<file path="src/hdl/abbe_pkg.sv">
package abbe_pkg;

  localparam int unsigned ADDR_W   = 26;
  localparam int unsigned SRC_W    = 32;
  localparam int unsigned DEST_W   = 24;
  localparam int unsigned NBYTES_W = 3;
  localparam int unsigned CFG_IDX_W  = 3;
  localparam int unsigned CFG_DATA_W = 13;

  // blend channels and full-scale channel value
  localparam int unsigned NUM_CH = 3;
  localparam logic [7:0]  CH_MAX = 8'd255;

  localparam logic [2:0] DEPTH_MIN = 3'd1;
  localparam logic [2:0] DEPTH_MAX = 3'd4;

  typedef enum logic [CFG_IDX_W-1:0] {
    REG_PARENT_WIDTH = 3'd0,
    REG_PARENT_DEPTH = 3'd1,
    REG_POS_X        = 3'd2,
    REG_POS_Y        = 3'd3,
    REG_OBJ_WIDTH    = 3'd4,
    REG_OBJ_HEIGHT   = 3'd5,
    REG_OBJ_DEPTH    = 3'd6,
    REG_BLEND_MODE   = 3'd7
  } cfg_reg_e;

  typedef enum logic {
    MODE_OPAQUE = 1'b0,
    MODE_ALPHA  = 1'b1
  } mode_e;

  function automatic logic [2:0] clamp_depth(input logic [2:0] v);
    logic [2:0] r;
    if (v < DEPTH_MIN) begin
      r = DEPTH_MIN;
    end else if (v > DEPTH_MAX) begin
      r = DEPTH_MAX;
    end else begin
      r = v;
    end
    return r;
  endfunction

endpackage

</file>
<file path="src/hdl/abbe_in_if.sv">
interface abbe_in_if;
  logic                       valid;
  logic                       ready;
  logic [abbe_pkg::SRC_W-1:0]  src_pixel;
  logic [abbe_pkg::DEST_W-1:0] dest_pixel;

  modport source (output valid, output src_pixel, output dest_pixel, input ready);
  modport sink   (input valid, input src_pixel, input dest_pixel, output ready);
endinterface

</file>
<file path="src/hdl/abbe_out_if.sv">
interface abbe_out_if;
  logic                          valid;
  logic                          ready;
  logic [abbe_pkg::ADDR_W-1:0]   dest_addr;
  logic [abbe_pkg::SRC_W-1:0]    out_pixel;
  logic [abbe_pkg::NBYTES_W-1:0] write_bytes;
  logic                          last;
  logic                          error;

  modport source (output valid, output dest_addr, output out_pixel, output write_bytes,
                  output last, output error, input ready);
  modport sink   (input valid, input dest_addr, input out_pixel, input write_bytes,
                  input last, input error, output ready);
endinterface

</file>
<file path="src/hdl/abbe_blend.sv">
module abbe_blend (
  input  logic [abbe_pkg::SRC_W-1:0]  src_i,
  input  logic [abbe_pkg::DEST_W-1:0] dst_i,
  output logic [abbe_pkg::DEST_W-1:0] pix_o
);

  logic [7:0] alpha;
  logic [7:0] inv_alpha;

  assign alpha     = src_i[31:24];
  assign inv_alpha = abbe_pkg::CH_MAX - alpha;

  for (genvar k = 0; k < abbe_pkg::NUM_CH; k++) begin : g_lane
    logic [7:0]  s;
    logic [7:0]  d;
    logic [15:0] mix;
    logic [16:0] rnd;

    assign s   = src_i[8*k +: 8];
    assign d   = dst_i[8*k +: 8];
    assign mix = 16'(d) * 16'(inv_alpha) + 16'(s) * 16'(alpha);
    // exact floor(mix / 255) for mix up to 255 * 255
    assign rnd = 17'(mix) + 17'd1 + 17'(mix[15:8]);
    assign pix_o[8*k +: 8] = rnd[15:8];
  end

endmodule

</file>
<file path="src/hdl/abbe_scan.sv">
module abbe_scan #(
  parameter int unsigned MAX_DIM = 4096,
  localparam int unsigned CNT_W = $clog2(MAX_DIM)
) (
  input  logic              clk_i,
  input  logic              rst_ni,
  input  logic              step_i,
  input  abbe_pkg::mode_e   mode_i,
  input  logic [CNT_W-1:0]  w_m1_i,
  input  logic [CNT_W-1:0]  h_m1_i,
  output logic [CNT_W-1:0]  col_o,
  output logic [CNT_W-1:0]  row_o,
  output logic              last_o
);

  logic [CNT_W-1:0] col_q, col_d;
  logic [CNT_W-1:0] row_q, row_d;
  logic             col_end;
  logic             row_end;

  // a counter left past the edge by a geometry change wraps when it next advances
  assign col_end = col_q >= w_m1_i;
  assign row_end = row_q >= h_m1_i;

  always_comb begin
    col_d = col_q;
    row_d = row_q;
    if (mode_i == abbe_pkg::MODE_ALPHA) begin
      // column-major
      if (row_end) begin
        row_d = '0;
        col_d = col_end ? '0 : col_q + 1'b1;
      end else begin
        row_d = row_q + 1'b1;
      end
    end else begin
      if (col_end) begin
        col_d = '0;
        row_d = row_end ? '0 : row_q + 1'b1;
      end else begin
        col_d = col_q + 1'b1;
      end
    end
  end

  always_ff @(posedge clk_i or negedge rst_ni) begin
    if (!rst_ni) begin
      col_q <= '0;
      row_q <= '0;
    end else if (step_i) begin
      col_q <= col_d;
      row_q <= row_d;
    end
  end

  assign col_o  = col_q;
  assign row_o  = row_q;
  assign last_o = col_end && row_end;

endmodule

</file>
<file path="src/hdl/alpha_blend_blit_engine_top.sv">
// Blitter for one rectangular object onto a parent framebuffer. Each item
// carries one object pixel in scan order (row-major for opaque copy,
// column-major for alpha blend) and the parent pixel at that place; the block
// tracks the object column and row itself and returns one write per item:
// parent byte address, pixel bytes, byte count, a last flag on the object's
// final pixel and an error flag for alpha mode with an object depth other
// than 4. Each item passes through the input register, then the result
// register, with the address multiply and the three channel blends in the
// single logic pass between them, and one item per clock is sustained while
// the sink keeps taking results. The user must write configuration through
// the register port only while no item is in flight; the block itself does
// not enforce this. The column and row counters are left alone by
// configuration writes.
module alpha_blend_blit_engine_top #(
  parameter int unsigned MAX_DIM = 4096
) (
  input  logic                               clk_i,
  input  logic                               rst_ni,
  input  logic                               cfg_we_i,
  input  logic [abbe_pkg::CFG_IDX_W-1:0]     cfg_idx_i,
  input  logic [abbe_pkg::CFG_DATA_W-1:0]    cfg_data_i,
  abbe_in_if.sink                            in_item_i,
  abbe_out_if.source                         out_item_o
);

  localparam int unsigned DIM_W  = $clog2(MAX_DIM + 1);
  localparam int unsigned CNT_W  = $clog2(MAX_DIM);
  localparam int unsigned RB_W   = DIM_W + 3;
  localparam int unsigned SUM_W  = ((CNT_W > 12) ? CNT_W : 12) + 1;
  localparam int unsigned ADDR_W = abbe_pkg::ADDR_W;
  localparam int unsigned PW_RST = (MAX_DIM < 640) ? MAX_DIM : 640;

  function automatic logic [DIM_W-1:0] clamp_dim(input logic [12:0] v);
    logic [DIM_W-1:0] r;
    if (v == 13'd0) begin
      r = DIM_W'(1);
    end else if (32'(v) > MAX_DIM) begin
      r = DIM_W'(MAX_DIM);
    end else begin
      r = DIM_W'(v);
    end
    return r;
  endfunction

  // configuration, held in clamped form
  logic [DIM_W-1:0]  pw_q;
  logic [2:0]        pd_q;
  logic [11:0]       pos_x_q;
  logic [11:0]       pos_y_q;
  logic [CNT_W-1:0]  w_m1_q;
  logic [CNT_W-1:0]  h_m1_q;
  logic [2:0]        od_q;
  logic              od_is4_q;
  abbe_pkg::mode_e   mode_q;
  logic [RB_W-1:0]   row_bytes_q;

  logic [DIM_W-1:0]  pw_new;
  logic [2:0]        pd_new;

  assign pw_new = clamp_dim(cfg_data_i);
  assign pd_new = abbe_pkg::clamp_depth(cfg_data_i[2:0]);

  always_ff @(posedge clk_i or negedge rst_ni) begin
    if (!rst_ni) begin
      pw_q        <= DIM_W'(PW_RST);
      pd_q        <= abbe_pkg::DEPTH_MAX;
      pos_x_q     <= '0;
      pos_y_q     <= '0;
      w_m1_q      <= '0;
      h_m1_q      <= '0;
      od_q        <= abbe_pkg::DEPTH_MAX;
      od_is4_q    <= 1'b1;
      mode_q      <= abbe_pkg::MODE_OPAQUE;
      row_bytes_q <= RB_W'(PW_RST * 4);
    end else if (cfg_we_i) begin
      case (cfg_idx_i)
        abbe_pkg::REG_PARENT_WIDTH: begin
          pw_q        <= pw_new;
          row_bytes_q <= RB_W'(RB_W'(pw_new) * RB_W'(pd_q));
        end
        abbe_pkg::REG_PARENT_DEPTH: begin
          pd_q        <= pd_new;
          row_bytes_q <= RB_W'(RB_W'(pw_q) * RB_W'(pd_new));
        end
        abbe_pkg::REG_POS_X:      pos_x_q <= cfg_data_i[11:0];
        abbe_pkg::REG_POS_Y:      pos_y_q <= cfg_data_i[11:0];
        abbe_pkg::REG_OBJ_WIDTH:  w_m1_q  <= CNT_W'(pw_new - DIM_W'(1));
        abbe_pkg::REG_OBJ_HEIGHT: h_m1_q  <= CNT_W'(pw_new - DIM_W'(1));
        abbe_pkg::REG_OBJ_DEPTH: begin
          od_q     <= pd_new;
          od_is4_q <= cfg_data_i[2:0] == abbe_pkg::DEPTH_MAX;
        end
        abbe_pkg::REG_BLEND_MODE: mode_q <= abbe_pkg::mode_e'(cfg_data_i[0]);
        default: ;
      endcase
    end
  end

  // handshake: input register feeds result register
  logic in_vld_q;
  logic out_vld_q;
  logic out_free;
  logic step;

  assign out_free        = !out_vld_q || out_item_o.ready;
  assign step            = in_vld_q && out_free;
  assign in_item_i.ready = !in_vld_q || out_free;

  always_ff @(posedge clk_i or negedge rst_ni) begin
    if (!rst_ni) begin
      in_vld_q  <= 1'b0;
      out_vld_q <= 1'b0;
    end else begin
      if (in_item_i.ready) begin
        in_vld_q <= in_item_i.valid;
      end
      if (out_free) begin
        out_vld_q <= in_vld_q;
      end
    end
  end

  logic [abbe_pkg::SRC_W-1:0]  src_q;
  logic [abbe_pkg::DEST_W-1:0] dst_q;

  always_ff @(posedge clk_i) begin
    if (in_item_i.ready && in_item_i.valid) begin
      src_q <= in_item_i.src_pixel;
      dst_q <= in_item_i.dest_pixel;
    end
  end

  logic [CNT_W-1:0] col;
  logic [CNT_W-1:0] row;
  logic             last;

  abbe_scan #(
    .MAX_DIM (MAX_DIM)
  ) u_scan (
    .clk_i  (clk_i),
    .rst_ni (rst_ni),
    .step_i (step),
    .mode_i (mode_q),
    .w_m1_i (w_m1_q),
    .h_m1_i (h_m1_q),
    .col_o  (col),
    .row_o  (row),
    .last_o (last)
  );

  logic [abbe_pkg::DEST_W-1:0] blend_pix;

  abbe_blend u_blend (
    .src_i (src_q),
    .dst_i (dst_q),
    .pix_o (blend_pix)
  );

  logic [SUM_W-1:0]  x_sum;
  logic [SUM_W-1:0]  y_sum;
  logic [ADDR_W-1:0] row_off;
  logic [ADDR_W-1:0] addr_d;
  logic [abbe_pkg::SRC_W-1:0] pix_d;
  logic [abbe_pkg::NBYTES_W-1:0] nbytes_d;
  logic              err_d;

  assign x_sum   = SUM_W'(pos_x_q) + SUM_W'(col);
  assign y_sum   = SUM_W'(pos_y_q) + SUM_W'(row);
  assign row_off = ADDR_W'(ADDR_W'(row_bytes_q) * ADDR_W'(y_sum));

  always_comb begin
    addr_d   = '0;
    pix_d    = '0;
    nbytes_d = '0;
    err_d    = 1'b0;
    if (mode_q == abbe_pkg::MODE_ALPHA) begin
      if (od_is4_q) begin
        addr_d   = row_off + ADDR_W'(ADDR_W'(x_sum) * ADDR_W'(pd_q));
        pix_d    = {8'h00, blend_pix};
        nbytes_d = abbe_pkg::NBYTES_W'(abbe_pkg::NUM_CH);
      end else begin
        err_d = 1'b1;
      end
    end else begin
      addr_d   = row_off + ADDR_W'(ADDR_W'(pos_x_q) * ADDR_W'(pd_q))
               + ADDR_W'(ADDR_W'(col) * ADDR_W'(od_q));
      nbytes_d = od_q;
      case (od_q)
        3'd1:    pix_d = {24'h0, src_q[7:0]};
        3'd2:    pix_d = {16'h0, src_q[15:0]};
        3'd3:    pix_d = {8'h0, src_q[23:0]};
        default: pix_d = src_q;
      endcase
    end
  end

  logic [ADDR_W-1:0]             addr_q;
  logic [abbe_pkg::SRC_W-1:0]    pix_q;
  logic [abbe_pkg::NBYTES_W-1:0] nbytes_q;
  logic                          last_q;
  logic                          err_q;

  always_ff @(posedge clk_i) begin
    if (step) begin
      addr_q   <= addr_d;
      pix_q    <= pix_d;
      nbytes_q <= nbytes_d;
      last_q   <= last;
      err_q    <= err_d;
    end
  end

  assign out_item_o.valid       = out_vld_q;
  assign out_item_o.dest_addr   = addr_q;
  assign out_item_o.out_pixel   = pix_q;
  assign out_item_o.write_bytes = nbytes_q;
  assign out_item_o.last        = last_q;
  assign out_item_o.error       = err_q;

endmodule

</file>
<file path="src/flat_wrapper.sv">
// flat-port wrapper written by rule: the top's interface ports become plain ports
module alpha_blend_blit_engine_top_flat 
#(
  parameter int unsigned MAX_DIM = 4096
)
  (clk_i, rst_ni, cfg_we_i, cfg_idx_i, cfg_data_i, in_item_i_valid, in_item_i_src_pixel, in_item_i_dest_pixel, in_item_i_ready, out_item_o_valid, out_item_o_dest_addr, out_item_o_out_pixel, out_item_o_write_bytes, out_item_o_last, out_item_o_error, out_item_o_ready);
  abbe_in_if in_item_i_i ();
  abbe_out_if out_item_o_i ();
  input  logic clk_i;
  input  logic rst_ni;
  input  logic cfg_we_i;
  input  logic [abbe_pkg::CFG_IDX_W-1:0] cfg_idx_i;
  input  logic [abbe_pkg::CFG_DATA_W-1:0] cfg_data_i;
  input wire logic [$bits(in_item_i_i.valid)-1:0] in_item_i_valid;
  input wire logic [$bits(in_item_i_i.src_pixel)-1:0] in_item_i_src_pixel;
  input wire logic [$bits(in_item_i_i.dest_pixel)-1:0] in_item_i_dest_pixel;
  output wire logic [$bits(in_item_i_i.ready)-1:0] in_item_i_ready;
  output wire logic [$bits(out_item_o_i.valid)-1:0] out_item_o_valid;
  output wire logic [$bits(out_item_o_i.dest_addr)-1:0] out_item_o_dest_addr;
  output wire logic [$bits(out_item_o_i.out_pixel)-1:0] out_item_o_out_pixel;
  output wire logic [$bits(out_item_o_i.write_bytes)-1:0] out_item_o_write_bytes;
  output wire logic [$bits(out_item_o_i.last)-1:0] out_item_o_last;
  output wire logic [$bits(out_item_o_i.error)-1:0] out_item_o_error;
  input wire logic [$bits(out_item_o_i.ready)-1:0] out_item_o_ready;
  assign in_item_i_i.valid = in_item_i_valid;
  assign in_item_i_i.src_pixel = in_item_i_src_pixel;
  assign in_item_i_i.dest_pixel = in_item_i_dest_pixel;
  assign in_item_i_ready = in_item_i_i.ready;
  assign out_item_o_valid = out_item_o_i.valid;
  assign out_item_o_dest_addr = out_item_o_i.dest_addr;
  assign out_item_o_out_pixel = out_item_o_i.out_pixel;
  assign out_item_o_write_bytes = out_item_o_i.write_bytes;
  assign out_item_o_last = out_item_o_i.last;
  assign out_item_o_error = out_item_o_i.error;
  assign out_item_o_i.ready = out_item_o_ready;
  alpha_blend_blit_engine_top #(.MAX_DIM(MAX_DIM)) u_core (.clk_i(clk_i), .rst_ni(rst_ni), .cfg_we_i(cfg_we_i), .cfg_idx_i(cfg_idx_i), .cfg_data_i(cfg_data_i), .in_item_i(in_item_i_i), .out_item_o(out_item_o_i));
endmodule
</file>
<file path="config.mk">
export PLATFORM = sky130hd
export DESIGN_NAME = alpha_blend_blit_engine_top_flat
export DESIGN_NICKNAME = d
export VERILOG_FILES = /design/src/hdl/abbe_pkg.sv /design/src/hdl/abbe_in_if.sv /design/src/hdl/abbe_out_if.sv /design/src/hdl/abbe_blend.sv /design/src/hdl/abbe_scan.sv /design/src/hdl/alpha_blend_blit_engine_top.sv /design/src/flat_wrapper.sv
export SDC_FILE = /design/constraint.sdc
export NUM_CORES = 2
export LEC_CHECK = 0
export BUFFER_PORTS_ARGS = -buffer_cell sky130_fd_sc_hd__clkbuf_2
export CAP_MARGIN = 0
export CORE_MARGIN = 3
export CORE_UTILIZATION = 35
export CTS_BUF_LIST = sky130_fd_sc_hd__clkbuf_8
export DETAILED_ROUTE_END_ITERATION = 10
export GPL_ROUTABILITY_DRIVEN = 1
export PLACE_DENSITY = 0.6
export SKIP_LAST_GASP = 1
export SYNTH_ARGS = -nofsm -noshare
export SYNTH_HDL_FRONTEND = slang
export SYNTH_SLANG_ARGS = --single-unit
</file>
<file path="constraint.sdc">
create_clock -name clk_i -period 8.4 [get_ports clk_i]
set_clock_uncertainty 0.2 [all_clocks]
set_input_delay 1.68 -clock clk_i [delete_from_list [all_inputs] [get_ports clk_i]]
set_output_delay 1.68 -clock clk_i [all_outputs]
set_load 0.02 [all_outputs]
</file>
Word-level counts from Yosys, hierarchy flattened
Cells that the tools add are included.
Widths: inputs -> output; s select.
- add/sub/neg operators: 18
- $mul: 12
- order comparisons: 5
- eq/ne operators: 12
- mux-type cells: 19
- reduce and logical (&&, ||, !) cells: 22
- operator list (cell ; number):
    $mul 8x8->16 ; 6
    $pmux 32 s3 ; 1
    $mux 12 ; 6
    $add 26x15->26 ; 2
    $mux 26 ; 2
    $add 16x1->16 const B ; 3
    $add 16x16->16 ; 3
    $add 16x8->16 ; 3
    $mul 13x3->16 ; 3
    $mux 32 ; 1
    $pmux 16 s2 ; 1
    $mul 12x3->15 ; 2
    $add 12x12->13 ; 2
    $add 26x16->26 ; 1
    $mul 16x13->26 ; 1
    $mux 13 ; 2
    $add 12x1->12 const B ; 2
    $ge 12x12->1 ; 2
    $mux 24 ; 1
    $reduce_and 2->1 ; 11
    $eq 3x3->1 const B ; 5
    $gt 13x13->1 const B ; 1
    $logic_not 13->1 ; 1
    $eq 3x2->1 const B ; 4
    other kinds (14) ; 22
- flip-flop bits (word level): 230
- bits of input ports: 77
- output and inout bits: 65
- word-level logic and storage cells: 109

Logic depth before layout (Yosys ltp)
- depth after elaboration: 7
- gate-level depth with buffers: 39
- mapped depth without buffers: 38

By module
Synthesis repeated with hierarchy kept, for this count alone.
- cell total of the unflattened synthesis: 4159
- area total of the unflattened synthesis: 38106.5 µm²
- modules (own cells, without submodules) (module ; times used ; cells each ; area each (µm²) ; seq. area each (µm²)):
    alpha_blend_blit_engine_top ; 1 ; 2232 ; 21354.2 ; 5759.3
    abbe_blend ; 1 ; 1712 ; 14750.4 ; 0.0
    abbe_scan ; 1 ; 215 ; 2001.9 ; 600.6

Least setup slack after synthesis
No wires, ideal clock.
- path kind: register to register
- start point: register u_core.u_scan.row_q[0] (netlist: u_core.u_scan.row_o[0])
- end point: register u_core.addr_q[21] (netlist: u_core.out_item_o.dest_addr[21]) (data pin)
- setup time: 0.273 ns
- arrival time: 8.325 ns
- data required time: 7.927 ns
- path slack: -0.398 ns
- stages on the path, launching flop included: 35
- buffers on the path: 1
- clock period less this slack: 8.798 ns
- cell sequence: dfrtp_1 ha_1 inv_1 fa_1 and2b_1 o2111ai_1 a311o_1 nand2_1 xnor2_1 clkbuf_1 nand2_1 fa_1 fa_1 fa_1 inv_1 fa_1 inv_1 fa_1 inv_1 ha_1 or3_1 o211ai_2 nand2b_1 a21o_1 xnor2_1 inv_1 fa_1 ha_1 or3_1 or3_1 o211ai_1 a21oi_2 mux2_2 nor2_1 a211oi_1
- word-level cells in the longest chain between the ends: 5
- elaborated cells on any way between the ends: 7
- those cells by class: add/sub (4); mul (1); mux (2)
- ends and longest elaborated chain (what ; RTL line ; text):
    from (decl) ; abbe_scan.sv:17 ; logic [CNT_W-1:0] row_q, row_d;
    from (signal assigned) ; abbe_scan.sv:52 ; row_q <= row_d;
    $add 12x12->13 (*) ; alpha_blend_blit_engine_top.sv:168 ; assign y_sum = SUM_W'(pos_y_q) + SUM_W'(row);
    $mul 16x13->26 (*) ; alpha_blend_blit_engine_top.sv:169 ; assign row_off = ADDR_W'(ADDR_W'(row_bytes_q) * ADDR_W'(y_sum));
    $add 26x15->26 / $add 26x16->26 (equally long branches) ; alpha_blend_blit_engine_top.sv:185, alpha_blend_blit_engine_top.sv:178 ;
    $add 26x15->26 / $mux 26 (equally long branches) ; alpha_blend_blit_engine_top.sv:186, alpha_blend_blit_engine_top.sv:177 ;
    $mux 26 (*) ; alpha_blend_blit_engine_top.sv:176 ; if (mode_q == abbe_pkg::MODE_ALPHA) begin
    named net u_core.addr_d[21] ; alpha_blend_blit_engine_top.sv:162 ; logic [ADDR_W-1:0] addr_d;
    to (signal assigned) ; alpha_blend_blit_engine_top.sv:205 ; addr_q <= addr_d;
    to (decl) ; alpha_blend_blit_engine_top.sv:197 ; logic [ADDR_W-1:0] addr_q;
The timed path passes the listed nets; every way through them passes the cells marked *.
A chain may end at the register's enable or synchronous reset.

Final worst setup path
- start point: register u_core.u_scan.row_q[1] (netlist: u_core.u_scan.row_o[1])
- end point: register u_core.addr_q[21] (netlist: u_core.out_item_o.dest_addr[21]) (data pin)
Same word-level chain as after synthesis.

==> impl_metrics.tcl <==
set metrics [dict create \
    ant_nets 0 \
    r2r_end "u_core.out_item_o.dest_addr[21]$_DFFE_PP_" \
    status "finished, violations left" \
    drtIter0Drc 1300 \
    port_buffers 141 \
    crit_fanout 5 \
    synthCells 4111 \
    ys_types 81 \
    synth_area_leaders "fa_1, ha_1, edfxtp_1" \
    maxSlewHeadroom_pct 28.5 \
    synth.avg_cell_area_um2 9.09 \
    crit_top_cell "fa_1" \
    routed_via_density 4.91 \
    synth_edf_count 119 \
    cts_buffer_depth 3 \
    gp_congestion 0.859 \
    start_util_pct 35.4 \
    routed_wl_mm 96.6 \
    hold_depth 2 \
    grt_max_degree 68 \
    worst_setup_path_end_kind "flop" \
    fin_setup_tns_ns -0.0225 \
    hold_end "u_core.w_m1_q[2]$_DFFE_PN0P_" \
    htreeDepth 2 \
    die_h_um 333 \
    setup_ws_ns -0.0225 \
    cap_violations 0 \
    worst_pin_slew_ns 1.07 \
    synth_top_cell_by_area "fa_1" \
    cp.arrival_ns 8.60 \
    fin_nets 5324 \
    rows 119 \
    cts_inserted_buffers 47 \
    hp-start "u_core.w_m1_q[2]$_DFFE_PN0P_" \
    async_flop_share_pct 48.3 \
    area_growth_pct 12.0 \
    finalHoldViolCount 0 \
    crit_required_ns 8.58 \
    grt_first_pass_wirelength_mm 157 \
    drive_gt1_share_pct 11.1 \
    ys_seq_area_share_pct 17.0 \
    maxSlewViolCount 0 \
    cts_tree "built" \
    path_class "flop to flop" \
    reg2regPathDepth 35 \
    ys_warn_count 0 \
    rsz0062_at_grt "yes" \
    start_kind "flop" \
    pin_count 142 \
    setup_viol 1 \
    fmax_mhz 119 \
    crit_slowest_cell "or4_4" \
    nFillCells 10500 \
    min_period_ns 8.42 \
    clockRootBuffer "clkbuf_8" \
    hpwl_mm 76.7 \
    grt_pass1_vias 29600 \
    drc 0 \
    clk_latency_ns 0.68 \
    wl_per_cell_um 16.8 \
    vias 28200 \
    rr_startpoint "u_core.u_scan.row_o[1]$_DFFE_PN0P_" \
    ys.flop_type "edfxtp_1" \
    ff2ff_setup_slack_ns -0.02 \
    hp-class "flop to flop" \
    syn-cell-area_um2 37400 \
    grt_overflow 0 \
    die_area_um2 111000 \
    synth_seq_cells 230 \
    fin_crit_sh_pct 100 \
    cts_sinks 230 \
    drt_first_pass_iters 7 \
    hold_buffers 0 \
    yosysTopAreaCellShare_pct 29.4 \
    violations "negative setup slack" \
    place_ws_ns -0.115 \
    path_clk_slew_ns 0.06 \
    antenna_found_initial 2 \
    max_stage_delay_ns 0.55 \
    grt_util_all_layers_pct 17.6 \
    die_w_um 333 \
    core_um2 106000 \
]
-- layout make-up --
type,count,area (um2),share of cell area [%]
Antenna cell,4,10.0,0.0239
Tap cell,1391,1740,4.16
Multi-Input combinational cell,2937,27800,66.4
Clock inverter,37,352,0.840
Sequential cell,230,6360,15.2
Clock buffer,49,674,1.61
Timing Repair Buffer,286,1880,4.50
Inverter,805,3020,7.22
-- worst max-delay path: cells and delay by family, from the launching register on --
kind,cells,cell delay (ns)
fa+ha+maj,9,3.36
simple gates,10,2.23
compound gates,6,0.85
buf+inv,7,0.44
flops,1,0.42
xor+xnor,2,0.33
mux,1,0.32
-- synthesized netlist by cell type (87+ instances only) --
cell type	number
ha_1	391
a21oi_1	112
xnor2_1	87
nand2b_1	142
clkbuf_1	126
edfxtp_1	119
nor2_1	130
nand2_1	513
o21ai_0	135
fa_1	549
nor2b_1	120
and2_1	237
dfrtp_1	104
inv_1	805
-- worst max path at each step --
stage                                       start                                         to  slack [ns]  cells past startpoint
5_1_grt             u_core.pos_y_q[0]$_DFFE_PN0P_  u_core.out_item_o.dest_addr[21]$_DFFE_PP_       -0.34                     36
3_3_place_gp        u_core.pos_y_q[0]$_DFFE_PN0P_  u_core.out_item_o.dest_addr[21]$_DFFE_PP_       0.008                     33
4_1_cts        u_core.u_scan.row_o[2]$_DFFE_PN0P_  u_core.out_item_o.dest_addr[21]$_DFFE_PP_        0.02                     32
3_5_place_dp   u_core.u_scan.row_o[1]$_DFFE_PN0P_  u_core.out_item_o.dest_addr[21]$_DFFE_PP_       -0.12                     31
6_report       u_core.u_scan.row_o[1]$_DFFE_PN0P_  u_core.out_item_o.dest_addr[21]$_DFFE_PP_       -0.02                     35
2_1_floorplan  u_core.u_scan.row_o[0]$_DFFE_PN0P_  u_core.out_item_o.dest_addr[21]$_DFFE_PP_       -0.06                     34
-- repair_timing --
| action | 4_1_cts | 5_1_grt |
|---|---|---|
| resized for setup | 4 | 48 |
| setup buffers | 0 | 9 |
| setup endpoints to repair | 8 | 16 |
| pin swaps | 6 | 21 |
-- cell usage in the layout (no fill, tap or decap), types with 77 or more instances in the layout --
| cell | n |
|---|---|
| nand2_1 | 509 |
| a21oi_1 | 110 |
| and2_1 | 236 |
| edfxtp_1 | 119 |
| ha_1 | 384 |
| nor2_1 | 126 |
| buf_4 | 139 |
| nand2b_1 | 142 |
| clkbuf_2 | 140 |
| dfrtp_1 | 103 |
| inv_1 | 812 |
| fa_1 | 546 |
| o21ai_0 | 129 |
| nor2b_1 | 119 |
| xnor2_1 | 77 |
-- layer usage --
layer	wire (um)	global-route usage [%]	vias to the layer above
met3	4650	2.34	125
met2	47000	30.7	586
li1	-	-	13300
met5	0	0	-
met4	1910	3.94	0
met1	43000	23.3	14100
-- registers in the layout (all words and copies together) (netlist names), 3 cells and up --
register                       count
u_core.u_scan.row_o               12
u_core.u_scan.col_o               12
u_core.pw_q                       13
u_core.out_item_o.write_bytes      3
u_core.h_m1_q                     12
u_core.out_item_o.out_pixel       32
u_core.out_item_o.dest_addr       26
u_core.pd_q                        3
u_core.pos_y_q                    12
u_core.row_bytes_q                16
u_core.src_q                      32
u_core.od_q                        3
u_core.w_m1_q                     12
u_core.dst_q                      24
u_core.pos_x_q                    12
-- stage by stage --
| step | hold WS (ns) | cell area [um2] | cells | utilization, % |
|---|---|---|---|---|
| after global routing | 0.302 | 41900 | 5737 | 39.6 |
| after detailed placement | 0.271 | 40500 | 5641 | 38.4 |
| after CTS | 0.281 | 41600 | 5727 | 39.4 |
| final | 0.276 | 41900 | 5739 | 39.7 |
| after floorplan | 0.250 | 37500 | 4113 | - |
| after global placement | 0.263 | 40500 | 5641 | 38.4 |
-- cells by family (layout without fill, tap and decap cells) --
logic type                 count (synthesis)  in the layout  share of synthesized area, %
AOI/OAI and AO/OA                        501            501                          8.86
xor gates and xnor gates                 138            138                          3.30
adders and majority gates                940            940                          42.5
buffers and inverters                    946           1177                          9.51
DFF                                      230            230                          17.0
muxes                                     44             44                          1.29
other                                      1              7                        0.0100
and+or+nand+nor                         1311           1311                          17.5
Power is left out: the tool's default activity adds up to more than one toggle a clock period on the data nets, which glitch-free logic cannot reach.
